[config.mk]
export PLATFORM = sky130hd
export DESIGN_NAME = bankers_safe_resource_allocator_core
export DESIGN_NICKNAME = d
export VERILOG_FILES = /design/src/hw/rtl/bsra_pkg.sv /design/src/hw/rtl/bankers_safe_resource_allocator_core.sv /design/src/hw/rtl/bsra_mem.sv
export SDC_FILE = /design/constraint.sdc
export NUM_CORES = 2
export LEC_CHECK = 0
export ABC_AREA = 1
export BUFFER_PORTS_ARGS = -buffer_cell sky130_fd_sc_hd__buf_2
export CAP_MARGIN = 20
export CORE_MARGIN = 5
export CORE_UTILIZATION = 50
export CTS_CLUSTER_DIAMETER = 200
export CTS_CLUSTER_SIZE = 40
export DETAILED_ROUTE_END_ITERATION = 7
export HOLD_SLACK_MARGIN = 0.15
export PLACE_DENSITY = 0.66
export SYNTH_ARGS = -nofsm -noshare
export SYNTH_HDL_FRONTEND = slang
export SYNTH_SLANG_ARGS = --single-unit
export TNS_END_PERCENT = 30
[constraint.sdc]
create_clock -name aclk -period 6.75 [get_ports aclk]
set_input_delay 1.35 -clock aclk [delete_from_list [all_inputs] [get_ports aclk]]
set_output_delay 1.35 -clock aclk [all_outputs]
set_load 0.005 [all_outputs]
[src/hw/rtl/bsra_pkg.sv]
// Shared constants for the banker's safe resource allocator.
// Holds command, status and configuration codes. It has no dependencies.
package bsra_pkg;

    localparam int PROCS_DEF     = 8;
    localparam int RES_TYPES_DEF = 4;
    localparam int NREG          = 4;
    localparam int UNIT_W        = 8;

    localparam logic [1:0] CMD_DECLARE = 2'd0;
    localparam logic [1:0] CMD_REQUEST = 2'd1;
    localparam logic [1:0] CMD_RELEASE = 2'd2;
    localparam logic [1:0] CMD_NONE    = 2'd3;

    localparam logic [2:0] ST_OK      = 3'd0;
    localparam logic [2:0] ST_NEED    = 3'd1;
    localparam logic [2:0] ST_FREE    = 3'd2;
    localparam logic [2:0] ST_UNSAFE  = 3'd3;
    localparam logic [2:0] ST_HOLDING = 3'd4;

    localparam logic [NREG-1:0][UNIT_W-1:0] POOL_RESET = {8'd0, 8'd2, 8'd3, 8'd3};

endpackage

[src/hw/rtl/bankers_safe_resource_allocator_core.sv]
// Banker's allocator: one command beat in, one status beat out.
// Flow: declare, release and refused requests go from the execute state to the finish state,
// which loads the result register; a checked request adds a safety scan between the two,
// one process row read from the table memory per cycle.
// One command is in work at a time; a new one is accepted only in the idle state.
// Reset (aresetn, synchronous, active low) clears the tables and loads the pool values.
module bankers_safe_resource_allocator_core #(
    parameter int PROCS     = bsra_pkg::PROCS_DEF,
    parameter int RES_TYPES = bsra_pkg::RES_TYPES_DEF
) (
    input  logic       aclk,
    input  logic       aresetn,
    input  logic       cfg_we,
    input  logic [1:0] cfg_index,
    input  logic [7:0] cfg_data,
    input  logic       s_valid,
    output logic       s_ready,
    input  logic [1:0] s_cmd,
    input  logic [2:0] s_pid,
    input  logic [7:0] s_amount_0,
    input  logic [7:0] s_amount_1,
    input  logic [7:0] s_amount_2,
    input  logic [7:0] s_amount_3,
    output logic       m_valid,
    input  logic       m_ready,
    output logic [2:0] m_status,
    output logic [7:0] m_free_after_0,
    output logic [7:0] m_free_after_1,
    output logic [7:0] m_free_after_2,
    output logic [7:0] m_free_after_3
);

    localparam int AW   = (PROCS > 1) ? $clog2(PROCS) : 1;
    localparam int CW   = $clog2(PROCS + 1);
    localparam int WW   = 8 + AW + 1;
    localparam int ROWW = 3 * RES_TYPES * 8;

    typedef enum logic [3:0] {
        S_IDLE = 4'b0001,
        S_EXEC = 4'b0010,
        S_SCAN = 4'b0100,
        S_FIN  = 4'b1000
    } state_t;

    typedef logic [RES_TYPES-1:0][7:0] vec_t;

    state_t state_reg;
    logic [1:0]  cmd_reg;
    logic [2:0]  pid_reg;
    vec_t        amt_reg;
    logic [AW-1:0] pid_addr;
    logic        in_range;

    vec_t        free_reg;
    logic [bsra_pkg::NREG-1:0][7:0] pool_reg;
    logic [PROCS-1:0] hold_reg;

    vec_t        claim_keep_reg, tent_held_reg, tent_rem_reg;
    logic [AW-1:0] sp_reg, ev_idx_reg;
    logic        ev_vld_reg;
    logic [PROCS-1:0] done_reg;
    logic [CW-1:0] cnt_reg;
    logic        found_reg;
    logic [RES_TYPES-1:0][WW-1:0] work_reg;

    logic [2:0]  status_reg;
    logic        m_valid_reg;
    logic [3:0][7:0] out_free_reg;

    logic [3:0][7:0] s_amt_all;
    vec_t        s_amt;

    logic        wr_en;
    logic [ROWW-1:0] wr_data, rd_data;
    logic [AW-1:0] rd_addr;
    vec_t        rd_claim, rd_held, rd_rem;

    assign s_amt_all = {s_amount_3, s_amount_2, s_amount_1, s_amount_0};
    always_comb begin
        for (int r = 0; r < RES_TYPES; r++) begin
            s_amt[r] = s_amt_all[r];
        end
    end

    assign pid_addr = AW'(pid_reg);
    assign in_range = (5'(pid_reg) < 5'(PROCS));
    assign {rd_claim, rd_held, rd_rem} = rd_data;

    // Request checks and release sums on the row read at accept.
    logic holding_row, need_viol, free_viol, others_hold;
    vec_t rel_free;
    logic [PROCS-1:0] pid_oh;
    always_comb begin
        logic [8:0] sum;
        holding_row = 1'b0;
        need_viol   = 1'b0;
        free_viol   = 1'b0;
        for (int r = 0; r < RES_TYPES; r++) begin
            sum = {1'b0, free_reg[r]} + {1'b0, rd_held[r]};
            rel_free[r] = sum[8] ? 8'hFF : sum[7:0];
            if (rd_held[r] != 8'd0) holding_row = 1'b1;
            if (amt_reg[r] > rd_rem[r]) need_viol = 1'b1;
            if (amt_reg[r] > free_reg[r]) free_viol = 1'b1;
        end
        for (int p = 0; p < PROCS; p++) begin
            pid_oh[p] = (pid_addr == AW'(p));
        end
        others_hold = |(hold_reg & ~pid_oh);
    end

    logic oor_nonzero;
    always_comb begin
        oor_nonzero = 1'b0;
        for (int r = 0; r < RES_TYPES; r++) begin
            if (amt_reg[r] != 8'd0) oor_nonzero = 1'b1;
        end
    end

    // Safety scan: evaluate the row that returns from the memory this cycle.
    vec_t ev_held, ev_rem;
    logic fits, take, pass_end, scan_safe, scan_unsafe;
    logic [CW-1:0] cnt_new;
    always_comb begin
        ev_held = (ev_idx_reg == pid_addr) ? tent_held_reg : rd_held;
        ev_rem  = (ev_idx_reg == pid_addr) ? tent_rem_reg  : rd_rem;
        fits = 1'b1;
        for (int r = 0; r < RES_TYPES; r++) begin
            if (WW'(ev_rem[r]) > work_reg[r]) fits = 1'b0;
        end
        take        = ev_vld_reg && !done_reg[ev_idx_reg] && fits;
        cnt_new     = cnt_reg + CW'(take);
        pass_end    = ev_vld_reg && (ev_idx_reg == AW'(PROCS - 1));
        scan_safe   = ev_vld_reg && (cnt_new == CW'(PROCS));
        scan_unsafe = !scan_safe && pass_end && !(found_reg || take);
    end

    // Memory address and write-back selection.
    always_comb begin
        rd_addr = (state_reg == S_SCAN) ? sp_reg : AW'(s_pid);
        wr_en   = 1'b0;
        wr_data = {claim_keep_reg, tent_held_reg, tent_rem_reg};
        if (state_reg == S_EXEC && in_range) begin
            if (cmd_reg == bsra_pkg::CMD_DECLARE && !holding_row) begin
                wr_en   = 1'b1;
                wr_data = {amt_reg, vec_t'('0), amt_reg};
            end else if (cmd_reg == bsra_pkg::CMD_RELEASE) begin
                wr_en   = 1'b1;
                wr_data = {rd_claim, vec_t'('0), rd_claim};
            end
        end else if (state_reg == S_SCAN && scan_safe) begin
            wr_en = 1'b1;
        end
    end

    bsra_mem #(.PROCS(PROCS), .RES_TYPES(RES_TYPES)) u_mem (
        .aclk    (aclk),
        .aresetn (aresetn),
        .wr_en   (wr_en),
        .wr_addr (pid_addr),
        .wr_data (wr_data),
        .rd_addr (rd_addr),
        .rd_data (rd_data)
    );

    assign s_ready = (state_reg == S_IDLE);

    // Command sequencer, free counts and scan registers.
    always_ff @(posedge aclk) begin
        if (!aresetn) begin
            state_reg   <= S_IDLE;
            pool_reg    <= bsra_pkg::POOL_RESET;
            for (int r = 0; r < RES_TYPES; r++) free_reg[r] <= bsra_pkg::POOL_RESET[r];
            hold_reg    <= '0;
            m_valid_reg <= 1'b0;
            ev_vld_reg  <= 1'b0;
            done_reg    <= '0;
            cnt_reg     <= '0;
            found_reg   <= 1'b0;
            sp_reg      <= '0;
        end else begin
            if (m_valid_reg && m_ready) m_valid_reg <= 1'b0;
            if (cfg_we) begin
                pool_reg[cfg_index] <= cfg_data;
                for (int r = 0; r < RES_TYPES; r++) begin
                    if (cfg_index == 2'(r) && hold_reg == '0) free_reg[r] <= cfg_data;
                end
            end
            unique case (state_reg)
                S_IDLE: begin
                    if (s_valid) begin
                        cmd_reg   <= s_cmd;
                        pid_reg   <= s_pid;
                        amt_reg   <= s_amt;
                        state_reg <= S_EXEC;
                    end
                end
                S_EXEC: begin
                    status_reg <= bsra_pkg::ST_OK;
                    state_reg  <= S_FIN;
                    claim_keep_reg <= rd_claim;
                    for (int r = 0; r < RES_TYPES; r++) begin
                        tent_held_reg[r] <= rd_held[r] + amt_reg[r];
                        tent_rem_reg[r]  <= rd_rem[r] - amt_reg[r];
                        work_reg[r]      <= WW'(free_reg[r] - amt_reg[r]);
                    end
                    if (!in_range) begin
                        if (cmd_reg == bsra_pkg::CMD_REQUEST && oor_nonzero)
                            status_reg <= bsra_pkg::ST_NEED;
                    end else if (cmd_reg == bsra_pkg::CMD_DECLARE) begin
                        if (holding_row) status_reg <= bsra_pkg::ST_HOLDING;
                    end else if (cmd_reg == bsra_pkg::CMD_REQUEST) begin
                        if (need_viol) begin
                            status_reg <= bsra_pkg::ST_NEED;
                        end else if (free_viol) begin
                            status_reg <= bsra_pkg::ST_FREE;
                        end else begin
                            state_reg  <= S_SCAN;
                            sp_reg     <= '0;
                            ev_vld_reg <= 1'b0;
                            done_reg   <= '0;
                            cnt_reg    <= '0;
                            found_reg  <= 1'b0;
                        end
                    end else if (cmd_reg == bsra_pkg::CMD_RELEASE) begin
                        hold_reg[pid_addr] <= 1'b0;
                        for (int r = 0; r < RES_TYPES; r++) begin
                            free_reg[r] <= others_hold ? rel_free[r] : pool_reg[r];
                        end
                    end
                end
                S_SCAN: begin
                    sp_reg     <= (sp_reg == AW'(PROCS - 1)) ? '0 : sp_reg + AW'(1);
                    ev_vld_reg <= 1'b1;
                    ev_idx_reg <= sp_reg;
                    if (take) begin
                        done_reg[ev_idx_reg] <= 1'b1;
                        for (int r = 0; r < RES_TYPES; r++) begin
                            work_reg[r] <= work_reg[r] + WW'(ev_held[r]);
                        end
                    end
                    cnt_reg   <= cnt_new;
                    found_reg <= pass_end ? 1'b0 : (found_reg || take);
                    if (scan_safe) begin
                        status_reg         <= bsra_pkg::ST_OK;
                        hold_reg[pid_addr] <= |tent_held_reg;
                        for (int r = 0; r < RES_TYPES; r++) begin
                            free_reg[r] <= free_reg[r] - amt_reg[r];
                        end
                        state_reg <= S_FIN;
                    end else if (scan_unsafe) begin
                        status_reg <= bsra_pkg::ST_UNSAFE;
                        state_reg  <= S_FIN;
                    end
                end
                S_FIN: begin
                    if (!m_valid_reg || m_ready) begin
                        m_valid_reg <= 1'b1;
                        state_reg   <= S_IDLE;
                    end
                end
                default: state_reg <= S_IDLE;
            endcase
        end
    end

    // Result register payload.
    always_ff @(posedge aclk) begin
        if (state_reg == S_FIN && (!m_valid_reg || m_ready)) begin
            m_status <= status_reg;
            for (int r = 0; r < 4; r++) begin
                out_free_reg[r] <= (r < RES_TYPES) ? free_reg[r % RES_TYPES] : 8'd0;
            end
        end
    end

    assign m_valid        = m_valid_reg;
    assign m_free_after_0 = out_free_reg[0];
    assign m_free_after_1 = out_free_reg[1];
    assign m_free_after_2 = out_free_reg[2];
    assign m_free_after_3 = out_free_reg[3];

`ifndef SYNTHESIS
    a_cnt_matches_done: assert property (@(posedge aclk) disable iff (!aresetn)
        (state_reg == S_SCAN) |-> (32'(cnt_reg) == $countones(done_reg)))
        else $error("scan count does not match finished flags");
    a_fin_to_out: assert property (@(posedge aclk) disable iff (!aresetn)
        (state_reg == S_FIN && (!m_valid_reg || m_ready)) |=> (m_valid && s_ready))
        else $error("result not delivered to output register");
    a_idle_pool: assert property (@(posedge aclk) disable iff (!aresetn)
        (state_reg == S_IDLE && hold_reg == '0 && !$past(cfg_we)) |->
            (free_reg == vec_t'(pool_reg[RES_TYPES-1:0])))
        else $error("free counts differ from pool while nothing is held");
`endif

endmodule

[src/hw/rtl/bsra_mem.sv]
// Process table memory: one row per process holding claim, held and need.
// Depends on bsra_pkg. Rows never written read as zero through valid bits.
module bsra_mem #(
    parameter int PROCS     = bsra_pkg::PROCS_DEF,
    parameter int RES_TYPES = bsra_pkg::RES_TYPES_DEF,
    localparam int AW       = (PROCS > 1) ? $clog2(PROCS) : 1,
    localparam int ROWW     = 3 * RES_TYPES * bsra_pkg::UNIT_W
) (
    input  logic            aclk,
    input  logic            aresetn,
    input  logic            wr_en,
    input  logic [AW-1:0]   wr_addr,
    input  logic [ROWW-1:0] wr_data,
    input  logic [AW-1:0]   rd_addr,
    output logic [ROWW-1:0] rd_data
);

    logic [ROWW-1:0]  mem [PROCS];
    logic [PROCS-1:0] row_vld_reg;
    logic [ROWW-1:0]  rd_raw_reg;
    logic             rd_vld_reg;

    // Storage write and registered read.
    always_ff @(posedge aclk) begin
        if (wr_en) begin
            mem[wr_addr] <= wr_data;
        end
        rd_raw_reg <= mem[rd_addr];
    end

    // Row valid bits stand in for clearing the table at reset.
    always_ff @(posedge aclk) begin
        if (!aresetn) begin
            row_vld_reg <= '0;
            rd_vld_reg  <= 1'b0;
        end else begin
            if (wr_en) begin
                row_vld_reg[wr_addr] <= 1'b1;
            end
            rd_vld_reg <= row_vld_reg[rd_addr] || (wr_en && (wr_addr == rd_addr) && 1'b0);
        end
    end

    assign rd_data = rd_vld_reg ? rd_raw_reg : '0;

endmodule

==> qor.yml <==
tns_ns: 0
die_w_um: 338
dp_hpwl_mm: 98.6
syn_nets: 5222
regToRegStartpoint: "ev_idx_reg[2]$_DFFE_PP_"
relSlewSlack_pct: 24.1
drtIter0Drc: 4286
pwr_density_cell_nw_per_um2: 223
hold_class: "reg -> reg"
synth_flop_cell: "edfxtp_1"
min_from: "status_reg[0]$_DFFE_PP_"
post_drt_wl_per_cell_um: 23.3
io_pins: 89
hold_viol_final: 0
rows: 120
avgSynthCellArea_um2: 10.9
finalClockSkew_ns: 0.0292
cts.hold.buffers_added: 0
viasPerCell: 5.83
crit_path_start_kind: "register"
worstPathArrival_ns: 6.38
switching_share_pct: 25.0
drc: 0
die_area_um2: 114000
layout_setup_ws_ns: 0.724
firstDrtPassIters: 6
cts.sinks: 1189
nets: 5178
endpoint_kind: "register"
netlist_instances: 4958
dp_slack_ns: 0.786
p_leak_nw: 21.5
grtUsageTotal_pct: 24.9
synth_edf_count: 990
ant_nets: 0
clk_latency_ns: 0.67
start_util_pct: 50.3
holdWs_ns: 0.450
synth-seq-area-share_pct: 62.6
areaGrowthSynthToFinish_pct: 5.60
crit_required_ns: 7.10
placedCellCount: 6279
ys_top_cells_by_count: "edfxtp_1 (990), nand2_1 (662), nor2_1 (547), o21ai_0 (532), inv_1 (459)"
p_total_mw: 12.7
finalSetupViolCount: 0
max-vdd-ir-drop_mv: 0.168
clockBufferDepth: 3
slew_viol_final: 0
path_clk_slew_ns: 0.15
post_cts_buffers: 0
clock-root-buffer: "clkbuf_16"
port_buffers: 88
ys_types: 50
grt_first_pass_wirelength_mm: 219
antenna_found_initial: 16
routed-via-count: 37000
drive_above_1_share_pct: 6.87
cap_viol_max_count: 0
fmax_mhz: 166
period_needed_ns: 6.03
comb_power_share_pct: 10.5
h-tree-depth: 2
place.gp.congestion: 0.926
power.internal_mw: 9.50
startpoint: "ev_idx_reg[2]$_DFFE_PP_"
yosys_warnings: 0
cts_tree: "built"
synth.area.top_cells: "edfxtp_1 (55%), dfxtp_1 (7.4%), o21ai_0 (4.9%)"
worstSetupPathType: "reg -> reg"
grt_pass1_vias: 34500
fin_cells: 6345
crit_path_max_fanout: 50
p_seq_share_pct: 64.6
cts_made_buffers: 35
p_sw_mw: 3.16
async_flop_share_pct: 0
die_h_um: 338
totalWireLength_mm: 148
yosysTopAreaCell: "edfxtp_1"
status: "finished clean"
worst_slew_pin_slew_ns: 1.14
synth.most_common_cell: "edfxtp_1"
fin_crit_sh_pct: 89.3
grt_max_degree: 232
ys_ff_latch: 1189
core_area_um2: 107000
synth_top_area_share_pct: 55.2
grt-ovfl-total: 0
synth_area_um2: 53900
cts_resized: 0
largest_register_ffs: 768
rsz0062_at_grt: "false"
clkPwrFrac_pct: 24.8
[cells in the final DEF (no fill, tap or decap), types with 65 or more instances in the layout]
| cell | count |
|---|---|
| buf_2 | 88 |
| o21ai_1 | 77 |
| o211ai_1 | 65 |
| nor2_1 | 544 |
| nand3_1 | 208 |
| ha_1 | 192 |
| mux2_2 | 96 |
| nand2_1 | 660 |
| edfxtp_1 | 990 |
| o21ai_0 | 532 |
| inv_1 | 450 |
| xor2_1 | 66 |
| dfxtp_1 | 198 |
| a21oi_1 | 206 |
| o22ai_1 | 202 |
[routing by layer]
metal,part of all wire (%),global-route usage (%),vias up,wire [um]
met5,0.047,0,-,69
met4,2.6,6.14,10,3830
met3,10,5.87,161,15000
met2,43,36.8,1546,63200
met1,44,37.4,18000,65700
li1,-,-,17300,-
[power groups by stage]
stage                     Combinational [mW]  Clock, mW  Sequential, mW
final                                   1.33       3.14            8.18
after global routing                    1.47       3.44            8.19
after CTS                               1.32       3.19            8.18
after detailed placement                1.31          0            8.34
after global placement                  1.29          0            8.34
after floorplan                        0.944          0            8.25
[critical path, cell delays in order, from the launching register on]
cell and delay [ns]:
edfxtp_1 0.55, xnor2_1 0.30, nand3_4 0.46, buf_4 0.42, o21ai_0 0.18, ha_1 0.27, a21o_1 0.18, nor2_1 0.10
nand2_1 0.06, nand2_1 0.19, nand2_1 0.09, inv_1 0.05, nand3_1 0.24, inv_1 0.14, ha_1 0.18, ha_1 0.25
nor4_1 0.26, nand2_1 0.16, nor2_4 0.12, clkinv_1 0.21, nand3_4 0.22, nand2_1 0.15, inv_4 0.45, buf_4 0.39
[cell families after synthesis]
group                    Yosys count  synth area share (%)
adder cells (fa/ha/maj)          212                  5.20
AND/OR/NAND/NOR                 1508                  11.4
buffers and inverters            705                  5.26
flip-flops                      1189                  62.6
XOR/XNOR                         109                  1.77
AO/OA/AOI/OAI                   1137                  11.7
multiplexers                      98                  2.04
[area by class of cell]
class                      instances  area (um^2)
tap                             1403         1760
antenna                            4         10.0
inverter                         471         1820
multi-input combinational       3064        17400
fill                            9270        50200
sequential                      1189        33700
clock buffer                      58          962
clock inverter                     3         48.8
timing repair buffer             153         1170
[path summary, 6_finish.rpt]
path              slack, ns  depth (start not counted)                        end
setup / recovery       0.72                         23  u_mem.mem[3][6]$_DFFE_PP_
hold / removal         0.45                          0      m_status[0]$_DFFE_PP_
setup reg to reg       0.72                         23  u_mem.mem[3][6]$_DFFE_PP_
hold reg to reg        0.45                          0      m_status[0]$_DFFE_PP_
[stage by stage]
stage / utilization, % / area, um^2
3_3_place_gp: 52.1 / 55800
3_5_place_dp: 52.1 / 55800
6_report: 53.1 / 56900
2_1_floorplan: - / 53900
5_1_grt: 53.1 / 56900
4_1_cts: 53.1 / 56800
(Power assumes the default switching activity.)
